===== src/hdl/mjpid_pkg.sv =====
// Shared constants, types and a helper function of the multi-joint PID regulator.
`default_nettype none

package mjpid_pkg;

	// Joint and field geometry.
	localparam int JOINT_COUNT = 5;
	localparam int GAIN_BITS   = 12;
	localparam int GAIN_SLOTS  = 5;
	localparam int GAINS_W     = 60;
	localparam int JIDX_W      = 3;
	localparam int ERR_W       = 16;
	localparam int TICK_W      = 16;
	localparam int WIN_W       = 15;
	localparam int SLOPE_W     = 16;
	localparam int SUM_W       = 32;
	localparam int TORQUE_W    = 32;

	// Datapath widths.
	localparam int DIFF_W  = ERR_W + 1;
	localparam int MUL_A_W = SUM_W + 1;
	localparam int MUL_B_W = DIFF_W;
	localparam int PROD_W  = MUL_A_W + MUL_B_W;
	localparam int PT_W    = GAIN_BITS + ERR_W + 1;
	localparam int DIVD_W  = GAIN_BITS + DIFF_W + 1;
	localparam int ET_W    = ERR_W + TICK_W + 1;
	localparam int IT_W    = GAIN_BITS + SUM_W + 1;
	localparam int TOT_W   = IT_W + 2;

	// State memory: previous error in the low bits, integral sum above it.
	localparam int RAM_W  = ERR_W + SUM_W;
	localparam int RAM_AW = (JOINT_COUNT > 1) ? $clog2(JOINT_COUNT) : 1;

	// Register reset values.
	localparam logic [WIN_W-1:0]   WINDOW_RESET = 15'd410;
	localparam logic [SLOPE_W-1:0] SLOPE_RESET  = 16'd4096;

	// Configuration register indexes.
	localparam int CFG_IDX_W = 3;
	localparam logic [CFG_IDX_W-1:0] CFG_PROP   = 3'd0;
	localparam logic [CFG_IDX_W-1:0] CFG_INTEG  = 3'd1;
	localparam logic [CFG_IDX_W-1:0] CFG_DERIV  = 3'd2;
	localparam logic [CFG_IDX_W-1:0] CFG_WINDOW = 3'd3;
	localparam logic [CFG_IDX_W-1:0] CFG_SLOPE  = 3'd4;

	// Divider status seen by the sequencer.
	typedef struct packed {
		logic busy;
		logic done;
	} div_stat_t;

	// Picks one joint's 12-bit gain out of a packed register; joints without a slot get zero.
	function automatic logic [GAIN_BITS-1:0] gain_of(input logic [GAINS_W-1:0] pg,
			input logic [JIDX_W-1:0] joint);
		logic [GAIN_BITS-1:0] g;
		g = '0;
		for (int i = 0; i < GAIN_SLOTS; i++) begin
			if (joint == JIDX_W'(i)) begin
				g = pg[i*GAIN_BITS +: GAIN_BITS];
			end
		end
		return g;
	endfunction

endpackage

`default_nettype wire


===== src/hdl/mjpid_ram.sv =====
// Generic single-write, single-read RAM with a registered read port.
`default_nettype none

module mjpid_ram #(
	parameter int WIDTH = 8,
	parameter int DEPTH = 4
) (
	input  wire logic                                       clk,
	input  wire logic                                       we,
	input  wire logic [((DEPTH > 1) ? $clog2(DEPTH) : 1)-1:0] waddr,
	input  wire logic [WIDTH-1:0]                           wdata,
	input  wire logic                                       re,
	input  wire logic [((DEPTH > 1) ? $clog2(DEPTH) : 1)-1:0] raddr,
	output logic      [WIDTH-1:0]                           rdata
);

	logic [WIDTH-1:0] mem_q [DEPTH];
	logic [WIDTH-1:0] rdata_q;

	// Write port.
	always_ff @(posedge clk) begin
		if (we) begin
			mem_q[waddr] <= wdata;
		end
	end

	// Registered read port.
	always_ff @(posedge clk) begin
		if (re) begin
			rdata_q <= mem_q[raddr];
		end
	end

	assign rdata = rdata_q;

endmodule

`default_nettype wire


===== src/hdl/mjpid_div.sv =====
// Bit-serial signed-by-unsigned divider that truncates toward zero.
`default_nettype none

module mjpid_div (
	input  wire logic                                  clk,
	input  wire logic                                  arst_n,
	input  wire logic                                  start,
	input  wire logic signed [mjpid_pkg::DIVD_W-1:0]   dividend,
	input  wire logic        [mjpid_pkg::TICK_W-1:0]   divisor,
	output logic signed      [mjpid_pkg::DIVD_W-1:0]   quotient,
	output mjpid_pkg::div_stat_t                       stat
);
	import mjpid_pkg::*;

	localparam int CNT_W = $clog2(DIVD_W + 1);

	logic              busy_q;
	logic              done_q;
	logic              neg_q;
	logic [CNT_W-1:0]  cnt_q;
	logic [DIVD_W-1:0] num_q;
	logic [TICK_W-1:0] rem_q;
	logic [TICK_W-1:0] den_q;
	logic [TICK_W:0]   trial;
	logic              fits;
	logic [DIVD_W-1:0] mag;

	// One restoring step: shift in the next dividend bit and try the subtract.
	always_comb begin
		trial = {rem_q, num_q[DIVD_W-1]};
		fits  = (trial >= {1'b0, den_q});
		mag   = dividend[DIVD_W-1] ? (-dividend) : dividend;
	end

	// Control: busy for one cycle per quotient bit, done held until the next start.
	always_ff @(posedge clk or negedge arst_n) begin
		if (!arst_n) begin
			busy_q <= 1'b0;
			done_q <= 1'b0;
			cnt_q  <= '0;
		end else if (start) begin
			busy_q <= 1'b1;
			done_q <= 1'b0;
			cnt_q  <= CNT_W'(DIVD_W);
		end else if (busy_q) begin
			cnt_q <= cnt_q - 1'b1;
			if (cnt_q == CNT_W'(1)) begin
				busy_q <= 1'b0;
				done_q <= 1'b1;
			end
		end
	end

	// Datapath: the dividend register fills with quotient bits as it empties.
	always_ff @(posedge clk) begin
		if (start) begin
			num_q <= mag;
			rem_q <= '0;
			den_q <= divisor;
			neg_q <= dividend[DIVD_W-1];
		end else if (busy_q) begin
			num_q <= {num_q[DIVD_W-2:0], fits};
			if (fits) begin
				rem_q <= TICK_W'(trial - {1'b0, den_q});
			end else begin
				rem_q <= trial[TICK_W-1:0];
			end
		end
	end

	assign quotient  = neg_q ? $signed(-num_q) : $signed(num_q);
	assign stat.busy = busy_q;
	assign stat.done = done_q;

endmodule

`default_nettype wire


===== src/hdl/multi_joint_pid_conditional_integral_top.sv =====
// Top level of the multi-joint PID regulator with conditional integration.
//
//  channel   direction  handshake                    payload
//  s_axis    in         s_axis_tvalid/s_axis_tready   tuser: joint_index; tdata: error, ticks
//  m_axis    out        m_axis_tvalid/m_axis_tready   tdata: torque; tuser: saturated, integrating
//  cfg       in         cfg_valid/cfg_ready           cfg_index, cfg_data
//
// One item at a time: the time from input transfer to result is set by the 30-step
// serial divider for the derivative term; the shared multiplier runs beside it.
// An out-of-range joint index goes straight to the result state with a zero result in
// the cycle after its transfer, and from there into the output register.
// Reset clears the gains and per-joint valid bits and presets window and slope; there is
// no clearing pass. A result waits in the output register while the next item is taken.
`default_nettype none

module multi_joint_pid_conditional_integral_top (
	input  wire logic                                   clk,
	input  wire logic                                   arst_n,
	input  wire logic                                   s_axis_tvalid,
	output logic                                        s_axis_tready,
	input  wire logic [31:0]                            s_axis_tdata,  // joint_error, elapsed_ticks
	input  wire logic [7:0]                             s_axis_tuser,  // joint_index, zero fill
	output logic                                        m_axis_tvalid,
	input  wire logic                                   m_axis_tready,
	output logic [31:0]                                 m_axis_tdata,  // drive_torque
	output logic [7:0]                                  m_axis_tuser,  // torque_saturated,
	                                                                   // integrating, zero fill
	input  wire logic                                   cfg_valid,
	output logic                                        cfg_ready,
	input  wire logic [mjpid_pkg::CFG_IDX_W-1:0]        cfg_index,
	input  wire logic [mjpid_pkg::GAINS_W-1:0]          cfg_data
);
	import mjpid_pkg::*;

	typedef enum logic [10:0] {
		S_IDLE = 11'b000_0000_0001,
		S_READ = 11'b000_0000_0010,
		S_MP   = 11'b000_0000_0100,
		S_MD   = 11'b000_0000_1000,
		S_MS   = 11'b000_0001_0000,
		S_ME   = 11'b000_0010_0000,
		S_SUM  = 11'b000_0100_0000,
		S_MI   = 11'b000_1000_0000,
		S_WI   = 11'b001_0000_0000,
		S_WDIV = 11'b010_0000_0000,
		S_DONE = 11'b100_0000_0000
	} state_t;

	state_t state_q;

	// Configuration registers.
	logic [GAINS_W-1:0] prop_q;
	logic [GAINS_W-1:0] integ_gain_q;
	logic [GAINS_W-1:0] deriv_q;
	logic [WIN_W-1:0]   window_q;
	logic [SLOPE_W-1:0] slope_q;

	// Item registers.
	logic [JIDX_W-1:0]         joint_q;
	logic signed [ERR_W-1:0]   err_q;
	logic [TICK_W-1:0]         ticks_q;
	logic signed [SUM_W-1:0]   sum_q;
	logic signed [DIFF_W-1:0]  diff_q;
	logic signed [PT_W-1:0]    pterm_q;
	logic signed [SUM_W-1:0]   sum_new_q;
	logic signed [TOT_W-1:0]   pi_q;
	logic signed [TOT_W-1:0]   tot_q;
	logic                      integ_q;
	logic                      vld_rd_q;
	logic [JOINT_COUNT-1:0]    vld_q;

	// Output register.
	logic                      out_valid_q;
	logic [TORQUE_W-1:0]       out_torque_q;
	logic                      out_sat_q;
	logic                      out_integ_q;

	// Shared multiplier.
	logic signed [MUL_A_W-1:0] mul_a;
	logic signed [MUL_B_W-1:0] mul_b;
	logic signed [PROD_W-1:0]  prod_q;

	// Memory and divider connections.
	logic                      ram_we;
	logic [RAM_AW-1:0]         ram_addr;
	logic [RAM_AW-1:0]         ram_raddr;
	logic [RAM_W-1:0]          ram_wdata;
	logic [RAM_W-1:0]          ram_rdata;
	logic signed [DIVD_W-1:0]  div_q;
	div_stat_t                 div_st;
	logic                      div_start;

	// Misc combinational values.
	logic                      in_acc;
	logic                      out_load;
	logic [JIDX_W-1:0]         in_joint;
	logic [TICK_W-1:0]         in_ticks;
	logic [GAIN_BITS-1:0]      kp_j;
	logic [GAIN_BITS-1:0]      ki_j;
	logic [GAIN_BITS-1:0]      kd_j;
	logic signed [DIFF_W-1:0]  err_ext;
	logic [DIFF_W-1:0]         mag;
	logic signed [DIFF_W:0]    diff_ext;
	logic [DIFF_W:0]           dmag;
	logic signed [ET_W:0]      sum_raw;
	logic signed [SUM_W-1:0]   sum_sat;
	logic                      sum_fits;
	logic                      tot_fits;
	logic [TORQUE_W-1:0]       tot_sat;

	assign cfg_ready     = 1'b1;
	assign s_axis_tready = (state_q == S_IDLE);
	assign in_acc        = s_axis_tvalid && s_axis_tready;
	assign in_joint      = s_axis_tuser[JIDX_W-1:0];
	assign in_ticks      = s_axis_tdata[ERR_W +: TICK_W];
	assign out_load      = (state_q == S_DONE) && (!out_valid_q || m_axis_tready);

	// Gains of the joint at work.
	assign kp_j = gain_of(prop_q, joint_q);
	assign ki_j = gain_of(integ_gain_q, joint_q);
	assign kd_j = gain_of(deriv_q, joint_q);

	// Register writes; indexes beyond the list are dropped.
	always_ff @(posedge clk or negedge arst_n) begin
		if (!arst_n) begin
			prop_q       <= '0;
			integ_gain_q <= '0;
			deriv_q      <= '0;
			window_q     <= WINDOW_RESET;
			slope_q      <= SLOPE_RESET;
		end else if (cfg_valid && cfg_ready) begin
			unique case (cfg_index)
				CFG_PROP:   prop_q       <= cfg_data;
				CFG_INTEG:  integ_gain_q <= cfg_data;
				CFG_DERIV:  deriv_q      <= cfg_data;
				CFG_WINDOW: window_q     <= cfg_data[WIN_W-1:0];
				CFG_SLOPE:  slope_q      <= cfg_data[SLOPE_W-1:0];
				default: ;
			endcase
		end
	end

	// Multiplier operands for each step of the sequence.
	always_comb begin
		mul_a = '0;
		mul_b = '0;
		unique case (state_q)
			S_MP: begin
				mul_a = MUL_A_W'(err_q);
				mul_b = MUL_B_W'(kp_j);
			end
			S_MD: begin
				mul_a = MUL_A_W'(diff_q);
				mul_b = MUL_B_W'(kd_j);
			end
			S_MS: begin
				mul_a = MUL_A_W'(slope_q);
				mul_b = MUL_B_W'(ticks_q);
			end
			S_ME: begin
				mul_a = MUL_A_W'(err_q);
				mul_b = MUL_B_W'(ticks_q);
			end
			S_MI: begin
				mul_a = MUL_A_W'(sum_new_q);
				mul_b = MUL_B_W'(ki_j);
			end
			default: ;
		endcase
	end

	always_ff @(posedge clk) begin
		prod_q <= mul_a * mul_b;
	end

	// Magnitudes for the integration window and slope tests.
	always_comb begin
		err_ext  = DIFF_W'(err_q);
		mag      = err_ext[DIFF_W-1] ? DIFF_W'(-err_ext) : DIFF_W'(err_ext);
		diff_ext = (DIFF_W+1)'(diff_q);
		dmag     = diff_ext[DIFF_W] ? (DIFF_W+1)'(-diff_ext) : (DIFF_W+1)'(diff_ext);
	end

	// Integral update with saturation to the signed 32-bit range.
	always_comb begin
		sum_raw  = (ET_W+1)'(sum_q) + (ET_W+1)'($signed(prod_q[ET_W-1:0]));
		sum_fits = (&sum_raw[ET_W:SUM_W-1]) || !(|sum_raw[ET_W:SUM_W-1]);
		if (sum_fits) begin
			sum_sat = sum_raw[SUM_W-1:0];
		end else if (sum_raw[ET_W]) begin
			sum_sat = {1'b1, {(SUM_W-1){1'b0}}};
		end else begin
			sum_sat = {1'b0, {(SUM_W-1){1'b1}}};
		end
	end

	// Torque saturation.
	always_comb begin
		tot_fits = (&tot_q[TOT_W-1:TORQUE_W-1]) || !(|tot_q[TOT_W-1:TORQUE_W-1]);
		if (tot_fits) begin
			tot_sat = tot_q[TORQUE_W-1:0];
		end else if (tot_q[TOT_W-1]) begin
			tot_sat = {1'b1, {(TORQUE_W-1){1'b0}}};
		end else begin
			tot_sat = {1'b0, {(TORQUE_W-1){1'b1}}};
		end
	end

	// State memory access: read on input transfer, write back after the integral update.
	assign ram_raddr = RAM_AW'(in_joint);
	assign ram_addr  = RAM_AW'(joint_q);
	assign ram_we    = (state_q == S_SUM);
	assign ram_wdata = {(integ_q ? sum_sat : SUM_W'(0)), err_q};
	assign div_start = (state_q == S_MS);

	mjpid_ram #(
		.WIDTH (RAM_W),
		.DEPTH (JOINT_COUNT)
	) u_state_ram (
		.clk   (clk),
		.we    (ram_we),
		.waddr (ram_addr),
		.wdata (ram_wdata),
		.re    (in_acc),
		.raddr (ram_raddr),
		.rdata (ram_rdata)
	);

	mjpid_div u_div (
		.clk      (clk),
		.arst_n   (arst_n),
		.start    (div_start),
		.dividend (prod_q[DIVD_W-1:0]),
		.divisor  (ticks_q),
		.quotient (div_q),
		.stat     (div_st)
	);

	// Sequencer.
	always_ff @(posedge clk or negedge arst_n) begin
		if (!arst_n) begin
			state_q <= S_IDLE;
		end else begin
			unique case (state_q)
				S_IDLE: begin
					if (in_acc) begin
						state_q <= (in_joint < JOINT_COUNT) ? S_READ : S_DONE;
					end
				end
				S_READ: state_q <= S_MP;
				S_MP:   state_q <= S_MD;
				S_MD:   state_q <= S_MS;
				S_MS:   state_q <= S_ME;
				S_ME:   state_q <= S_SUM;
				S_SUM:  state_q <= S_MI;
				S_MI:   state_q <= S_WI;
				S_WI:   state_q <= S_WDIV;
				S_WDIV: begin
					if (div_st.done) begin
						state_q <= S_DONE;
					end
				end
				S_DONE: begin
					if (out_load) begin
						state_q <= S_IDLE;
					end
				end
				default: state_q <= S_IDLE;
			endcase
		end
	end

	// Per-joint valid bits: an entry never written reads as zero.
	always_ff @(posedge clk or negedge arst_n) begin
		if (!arst_n) begin
			vld_q <= '0;
		end else if (ram_we) begin
			vld_q[ram_addr] <= 1'b1;
		end
	end

	// Datapath registers along the sequence.
	always_ff @(posedge clk) begin
		unique case (state_q)
			S_IDLE: begin
				if (in_acc) begin
					joint_q  <= in_joint;
					err_q    <= s_axis_tdata[ERR_W-1:0];
					ticks_q  <= (in_ticks == '0) ? TICK_W'(1) : in_ticks;
					vld_rd_q <= vld_q[ram_raddr];
					tot_q    <= '0;
					integ_q  <= 1'b0;
				end
			end
			S_READ: begin
				if (vld_rd_q) begin
					sum_q  <= ram_rdata[ERR_W +: SUM_W];
					diff_q <= DIFF_W'(err_q) - DIFF_W'($signed(ram_rdata[ERR_W-1:0]));
				end else begin
					sum_q  <= '0;
					diff_q <= DIFF_W'(err_q);
				end
			end
			S_MD: pterm_q <= prod_q[PT_W-1:0];
			S_ME: begin
				integ_q <= (mag < DIFF_W'(window_q)) &&
				           (SUM_W'(dmag) < prod_q[SUM_W-1:0]);
			end
			S_SUM: sum_new_q <= integ_q ? sum_sat : SUM_W'(0);
			S_WI: pi_q <= TOT_W'(pterm_q) + TOT_W'($signed(prod_q[IT_W-1:0]));
			S_WDIV: begin
				if (div_st.done) begin
					tot_q <= pi_q + TOT_W'(div_q);
				end
			end
			default: ;
		endcase
	end

	// Output register: holds a result until its transfer.
	always_ff @(posedge clk or negedge arst_n) begin
		if (!arst_n) begin
			out_valid_q <= 1'b0;
		end else if (out_load) begin
			out_valid_q <= 1'b1;
		end else if (m_axis_tready) begin
			out_valid_q <= 1'b0;
		end
	end

	always_ff @(posedge clk) begin
		if (out_load) begin
			out_torque_q <= tot_sat;
			out_sat_q    <= !tot_fits;
			out_integ_q  <= integ_q;
		end
	end

	assign m_axis_tvalid = out_valid_q;
	assign m_axis_tdata  = out_torque_q;
	assign m_axis_tuser  = {6'b0, out_integ_q, out_sat_q};

	// The state memory is written only for a joint that exists.
	a_we_in_range: assert property (@(posedge clk) disable iff (!arst_n)
		ram_we |-> (joint_q < JOINT_COUNT))
		else $error("state write for a joint out of range");

	// A result is never formed while the divider still runs.
	a_div_idle_at_done: assert property (@(posedge clk) disable iff (!arst_n)
		(state_q == S_DONE) |-> !div_st.busy)
		else $error("result formed while divider busy");

	// After an input transfer no further item is taken in the next cycle.
	a_one_at_a_time: assert property (@(posedge clk) disable iff (!arst_n)
		in_acc |=> !s_axis_tready)
		else $error("second item taken while one is at work");

	// The divider starts only when it is free.
	a_div_start_free: assert property (@(posedge clk) disable iff (!arst_n)
		div_start |-> !div_st.busy)
		else $error("divider started while busy");

endmodule

`default_nettype wire

===== config.mk =====
export PLATFORM = sky130hd
export DESIGN_NAME = multi_joint_pid_conditional_integral_top
export DESIGN_NICKNAME = d
export VERILOG_FILES = /design/src/hdl/mjpid_pkg.sv /design/src/hdl/mjpid_ram.sv /design/src/hdl/mjpid_div.sv /design/src/hdl/multi_joint_pid_conditional_integral_top.sv
export SDC_FILE = /design/constraint.sdc
export NUM_CORES = 2
export LEC_CHECK = 0
export BUFFER_PORTS_ARGS = -buffer_cell sky130_fd_sc_hd__buf_2
export CORE_ASPECT_RATIO = 1.2
export CORE_MARGIN = 3
export CORE_UTILIZATION = 44
export CTS_BUF_LIST = sky130_fd_sc_hd__clkbuf_4
export CTS_CLUSTER_DIAMETER = 150
export DETAILED_ROUTE_END_ITERATION = 7
export SLEW_MARGIN = 20
export SYNTH_ARGS = -nofsm -noshare
export SYNTH_HDL_FRONTEND = slang
export SYNTH_SLANG_ARGS = --single-unit

===== constraint.sdc =====
create_clock -name clk -period 23.4 [get_ports clk]
set_input_delay 1.17 -clock clk [delete_from_list [all_inputs] [get_ports clk]]
set_output_delay 1.17 -clock clk [all_outputs]
set_load 0.05 [all_outputs]

# ---- After elaboration in Yosys (flattened, before gate mapping)
# Memories as Yosys holds them, arrays and structs flattened. A register that Yosys moved wholly into a read port is not among the register bits.
# Cells that the tools add are included.
dict set report classes {
  n_addsub 10
  n_mul 1
  magnitude_cmp 7
  n_eq_ne 23
  n_mux 56
  bitwise 1
  reduce_logical 35
}
# operator count
set op_table {}
lappend op_table {{2-to-1 mux 12 bit} 15}
lappend op_table {{2-to-1 mux 32 bit} 5}
lappend op_table {{one-hot mux 33 bit (4 select lines)} 1}
lappend op_table {{one-hot mux 11 bit (11 select lines)} 1}
lappend op_table {{2-to-1 mux 30 bit} 4}
lappend op_table {{2-to-1 mux 47 bit} 2}
lappend op_table {{one-hot mux 47 bit (2 select lines)} 1}
lappend op_table {{one-hot mux 16 bit (4 select lines)} 1}
lappend op_table {{negator 30 bit} 2}
lappend op_table {{adder 47 x 30 -> 47 bit} 1}
lappend op_table {{adder 29 x 45 -> 46 bit} 1}
lappend op_table {{multiplier 33 x 17 -> 45 bit} 1}
lappend op_table {{2-to-1 mux 11 bit} 4}
lappend op_table {{adder 32 x 33 -> 34 bit} 1}
lappend op_table {{2-to-1 mux 17 bit} 2}
lappend op_table {{< comparator 18 x 32 -> 1 bit} 1}
lappend op_table {{2-to-1 mux 18 bit} 1}
lappend op_table {{negator 17 -> 18 bit} 1}
lappend op_table {{greater-or-equal comparator 17 x 16 -> 1 bit} 1}
lappend op_table {{< comparator 17 x 15 -> 1 bit} 1}
lappend op_table {{negator 16 -> 17 bit} 1}
lappend op_table {{subtractor 16 x 16 -> 17 bit} 1}
lappend op_table {{logical NOT 16 bit} 1}
lappend op_table {{2-to-1 mux 16 bit} 1}
lappend op_table {{other kinds (39)} 82}
dict set report totals {
  regBits 618
  mem_bits_rw 240
  out_inout_bits 43
  elab_cells 164
  mem_count 1
}
# memory words word_bits read_ports rd_ports_with_merged_regs wr line_no
set mem_list {}
lappend mem_list {u_state_ram.mem_q 5 48 1 1 1 mjpid_ram.sv:17} ;# logic [WIDTH-1:0] mem_q [DEPTH];

# ---- Logic depth before layout (Yosys ltp)
dict set report depth {
  ltp_word 8
  depth_mapped 35
}

# ---- Modules after synthesis
# From an unflattened synthesis, not the netlist that was laid out.
dict set report unflattened {
  hier_cells 5557
  area_unflattened_um2 61725.4
}
# module n_inst cells_each area_each_um2 seq_area_each_um2
set by_module_without_submodules {}
lappend by_module_without_submodules {multi_joint_pid_conditional_integral_top 1 4439 45899.0 14843.0}
lappend by_module_without_submodules {mjpid_ram 1 567 10812.9 8648.3}
lappend by_module_without_submodules {mjpid_div 1 551 5013.6 1906.8}

# ---- Least setup slack after synthesis
# OpenSTA, ideal clock, no wires.
dict set report synth_path {
  path_kind {reg2reg}
  start {reg joint_q[0]}
  end {reg prod_q[41]}
  setup_time_ps 119
  arrival_ps 8104
  t_required_ps 23281
  path_slack_ps 15177
  stages_incl_launch_ff 31
  path_buffers 4
  period_less_slack_ps 8223
  path_cell_list {edfxtp_1 -> clkbuf_1 -> buf_2 -> buf_2 -> mux4_2 -> a22oi_1 -> o22ai_1 -> a221oi_1 -> clkbuf_1 -> nor2_1 -> fa_1 -> inv_1 -> fa_1 -> fa_1 -> inv_1 -> fa_1 -> fa_1 -> inv_1 -> fa_1 -> inv_1 -> ha_1 -> nand2_1 -> or2_2 -> a21oi_1 -> a21oi_1 -> a2111oi_0 -> o2111ai_1 -> nand3_1 -> a41oi_1 -> nor2b_1 -> xnor2_1}
}
dict set report synth_via {
  elab_chain_len 8
}
# element line_no
set synth_rtl {}
lappend synth_rtl {{start: declaration} multi_joint_pid_conditional_integral_top.sv:59} ;# logic [JIDX_W-1:0] joint_q;
lappend synth_rtl {{start signal: assignment} multi_joint_pid_conditional_integral_top.sv:287} ;# joint_q <= in_joint;
lappend synth_rtl {{logical NOT 3 bit} mjpid_pkg.sv:58} ;# if (joint == JIDX_W'(i)) begin
lappend synth_rtl {{2-to-1 mux 12 bit (5 in series)} mjpid_pkg.sv:58}
lappend synth_rtl {{one-hot mux 16 bit (4 select lines) (*)} multi_joint_pid_conditional_integral_top.sv:147} ;# unique case (state_q)
lappend synth_rtl {{multiplier 33 x 17 -> 45 bit (*)} multi_joint_pid_conditional_integral_top.sv:173} ;# prod_q <= mul_a * mul_b;
lappend synth_rtl {{end signal: assignment} multi_joint_pid_conditional_integral_top.sv:173}
lappend synth_rtl {{end: declaration} multi_joint_pid_conditional_integral_top.sv:81} ;# logic signed [PROD_W-1:0] prod_q;
# Every way passes the cells marked *; elsewhere a longest branch is shown, timed or not.
# A chain may end at the register's enable or synchronous reset.

# ---- Worst setup path in the final report
dict set report layout_path {
  start {reg state_q[0]}
  end {reg prod_q[41]}
}
dict set report layout_via {
  elab_chain_len 4
}
# element line_no
set layout_rtl {}
lappend layout_rtl {{start: declaration} multi_joint_pid_conditional_integral_top.sv:49} ;# state_t state_q;
lappend layout_rtl {{start signal: assignment} multi_joint_pid_conditional_integral_top.sv:247} ;# state_q <= (in_joint < JOINT_COUNT) ? S_READ : S_DONE;
lappend layout_rtl {{equality test 11 x 6 -> 1 bit, or another cell as far along} multi_joint_pid_conditional_integral_top.sv:147}
lappend layout_rtl {{OR reduction 2 bit (no source line)} n/a}
lappend layout_rtl {{one-hot mux 33 bit (4 select lines) or one-hot mux 16 bit (4 select lines) (tied branches)} multi_joint_pid_conditional_integral_top.sv:147}
lappend layout_rtl {{multiplier 33 x 17 -> 45 bit (*)} multi_joint_pid_conditional_integral_top.sv:173}
# Marked as above.

==> flow_summary_export.csv <==
group,metric,value,unit
run_status,status,"finished, final reports clean",
finish,nNetsFinal,6520,
floorplan,rows,149,
sta,grt_setup_unrepaired,"false",
global_routing,grt_pass1_vias,43800,
worst_setup_path,reg2reg_to,"prod_q[41]",
finish,syn2layout_area_growth,9.87,%
worst_setup_path,cpPeakStageDelay,950,ps
worst_setup_path,rr_startpoint,"state_q[0]",
floorplan,start_util,0.444,
sta,max_slew_margin,0.264,
power_and_ir_drop,internal_power,0.00306,W
place,place.gp.congestion,0.897,
power_and_ir_drop,power_switching,0.00130,W
route,dr_total_vias,41200,
sta,final.setup_skew,108,ps
power_and_ir_drop,pwr-share-seq,0.482,
synthesis,ys_warn_count,0,
route,antenna_left,0,
clock_network,cts_setup_buffers,0,
clock_network,root_buffer,"clkbuf_4",
global_routing,track_usage,0.217,
synthesis,yosys.area.top_type_share,0.299,
power_and_ir_drop,peakVddDrop,59.5,µV
synthesis,yosys.area.top_type,"edfxtp_1",
place,portBuffers,138,
finish,layout_common_cells,"inv_1, edfxtp_1, fa_1, nor2_1, nand2_1",
finish,final_design_area_no_fill,67100,µm²
floorplan,ios,151,
sta,hold_violations,0,
clock_network,cts_sinks,905,
floorplan,die_y,414,µm
worst_setup_path,r2r_cells,30,
synthesis,synthArstFlopShare,0.260,
worst_hold_path,hold_path_end,"ticks_q[5]",
worst_setup_path,crit_top_cell,"fa_1",
clock_network,max-clock-path-buffers,3,
clock_network,htreeDepth,4,
global_routing,overflow,0,
floorplan,die_area,143000,µm²
clock_network,cts_buffers,230,
route,via_per_inst,5.37,
route,drcViolationCount,0,
route,routed_wl,153,mm
worst_setup_path,end_kind,"flop",
worst_setup_path,startpoint_type,"flop",
worst_setup_path,crit_fanout,50,
worst_setup_path,cp-startpoint,"state_q[0]",
worst_hold_path,whs_path_depth,1,
clock_network,path_clk_slew,70,ps
sta,tns,0,ps
global_routing,grt_max_degree,98,
power_and_ir_drop,powerDensity,64.9,nW/µm²
global_routing,grt_pass1_wl,244,mm
power_and_ir_drop,pwr-share-clk,0.316,
worst_setup_path,arrival,11320,ps
worst_setup_path,path_buf_inv,7,
worst_setup_path,reg2reg_slack,13110,ps
sta,setup_violations,0,
sta,fin_crit,10290,ps
synthesis,ys_seq_area_frac,0.416,
sta,slew_viol_final,0,
synthesis,postSynthCellCount,5417,
floorplan,core_region_area,138000,µm²
place,place_hpwl,113,mm
synthesis,synth_edf_count,609,
synthesis,synth.cell_area,61100,µm²
worst_setup_path,path_delay_family,"adder cells",
worst_hold_path,min_path_type,"in2reg",
route,dr.pass1.iters,8,
finish,final_common_cell,"inv_1",
power_and_ir_drop,swShare,0.299,
synthesis,synth_seq_cells,905,
global_routing,antenna_found_initial,15,
power_and_ir_drop,pwr-share-comb,0.202,
route,drt_iter0_drc,2849,
synthesis,ys_top_cells_by_area,"edfxtp_1, fa_1, dfrtp_1",
finish,drive_gt1_frac,0.176,
worst_setup_path,crit_slowest_cell,"a2111oi_0",
worst_setup_path,cp.required,24420,ps
floorplan,die-width,346,µm
power_and_ir_drop,power,0.00436,W
sta,worstMarginPinSlew,1090,ps
route,routedWlPerCell,20.0,µm
clock_network,tritoncts,"done",
sta,fin_crit_sh,0.440,
worst_setup_path,crit_type,"reg2reg",
worst_hold_path,min-delay-start,"s_axis_tdata[21]",
sta,fmax,97.1,MHz
synthesis,avgSynthCellArea,11.3,µm²
place,placed_area,63800,µm²
synthesis,ys.flop_type,"edfxtp_1",
run,drv_cap,0,
synthesis,synth.distinct_cells,91,
clock_network,clk_latency,1220,ps
power_and_ir_drop,p_leak,28.7,nW
-- cells in the mapped netlist (18+ instances only) --
| cell type | number |
|---|---|
| o21bai_1 | 25 |
| and3_1 | 21 |
| and2_1 | 74 |
| nand2_1 | 407 |
| dfrtp_1 | 228 |
| xor2_1 | 76 |
| nand4_1 | 34 |
| nand2b_1 | 68 |
| nor2_1 | 451 |
| a21o_1 | 117 |
| ha_1 | 301 |
| nand3_1 | 57 |
| o21ai_0 | 191 |
| mux2_2 | 272 |
| a22oi_1 | 22 |
| nor3_1 | 58 |
| or2_2 | 32 |
| a222oi_1 | 18 |
| buf_2 | 21 |
| o31ai_1 | 31 |
| nor2b_1 | 36 |
| o21a_1 | 32 |
| a211oi_1 | 30 |
| nor4_1 | 20 |
| xnor2_1 | 177 |
| edfxtp_1 | 609 |
| a21oi_1 | 221 |
| dfxtp_1 | 61 |
| a31oi_1 | 22 |
| inv_1 | 708 |
| fa_1 | 465 |
| mux4_2 | 85 |
| clkbuf_1 | 181 |
| or3_1 | 23 |
-- how the worst max path moves through the flow --
stage	endpoint	slack [ps]	depth (start not counted)
global placement	prod_q[43]	13230	30
floorplan	prod_q[41]	15180	30
CTS	prod_q[41]	13050	30
global route	prod_q[41]	12730	30
finish	prod_q[41]	13110	30
detailed placement	prod_q[43]	13140	30
-- registers in the layout (all words and copies together), names as in the netlist, 17 cells and up --
name               count
u_div.num_q           30
pterm_q               29
u_state_ram.rdata     48
pi_q                  46
integ_gain_q          60
deriv_q               60
tot_q                 47
m_axis_tdata          32
diff_q                17
prod_q                45
sum_new_q             32
sum_q                 32
u_state_ram.mem_q    240
prop_q                60
-- per-stage QoR --
stage	setup WS, ps	cells	hold slack (ps)	utilization
after detailed placement	13140	7208	433	0.464
final	13110	7665	199	0.488
after floorplan	15180	5423	422	-
after global routing	12730	7656	110	0.488
after CTS	13050	7652	29.6	0.487
after global placement	13230	7208	435	0.464
-- repair_timing --
action	4_1_cts	5_1_grt
endpoints found under the hold margin	110	0
gates resized for setup	0	0
hold buffers	17	0
-- metal layers --
metal  vias to the layer above  part of all wire  GRT usage
li1                      19200                 -          -
met1                     20500              0.42      0.273
met2                      1185              0.49      0.369
met3                       269             0.062     0.0443
met4                         6             0.030     0.0788
met5                         -           0.00022          0
-- cells by family after synthesis --
group,after synthesis,share of synthesized area
other,2,0.000123
AND/OR/NAND/NOR,1331,0.101
AO/OA/AOI/OAI,857,0.0913
XOR/XNOR,253,0.0363
multiplexers,367,0.0831
flip-flops,905,0.416
adder cells (fa/ha/maj),766,0.214
buffers and inverters,936,0.0585
-- power by group through the flow --
stage	clock network (W)	registers [W]	logic (W)
after global placement	0	0.00213	0.000869
final	0.00138	0.00210	0.000882
after global routing	0.00151	0.00212	0.000983
after floorplan	0	0.00211	0.000635
after detailed placement	0	0.00213	0.000883
after CTS	0.00143	0.00210	0.000890
-- layout make-up --
class	instances	area, µm²
clock inverters	78	452
inverters	709	2660
multi-input cells	3582	32300
clock buffers	349	2620
diodes	12	30.0
fillers	12600	70500
flip-flops and latches	905	25400
repair buffers	218	1360
well taps	1812	2270
(Power assumes the default switching activity.)
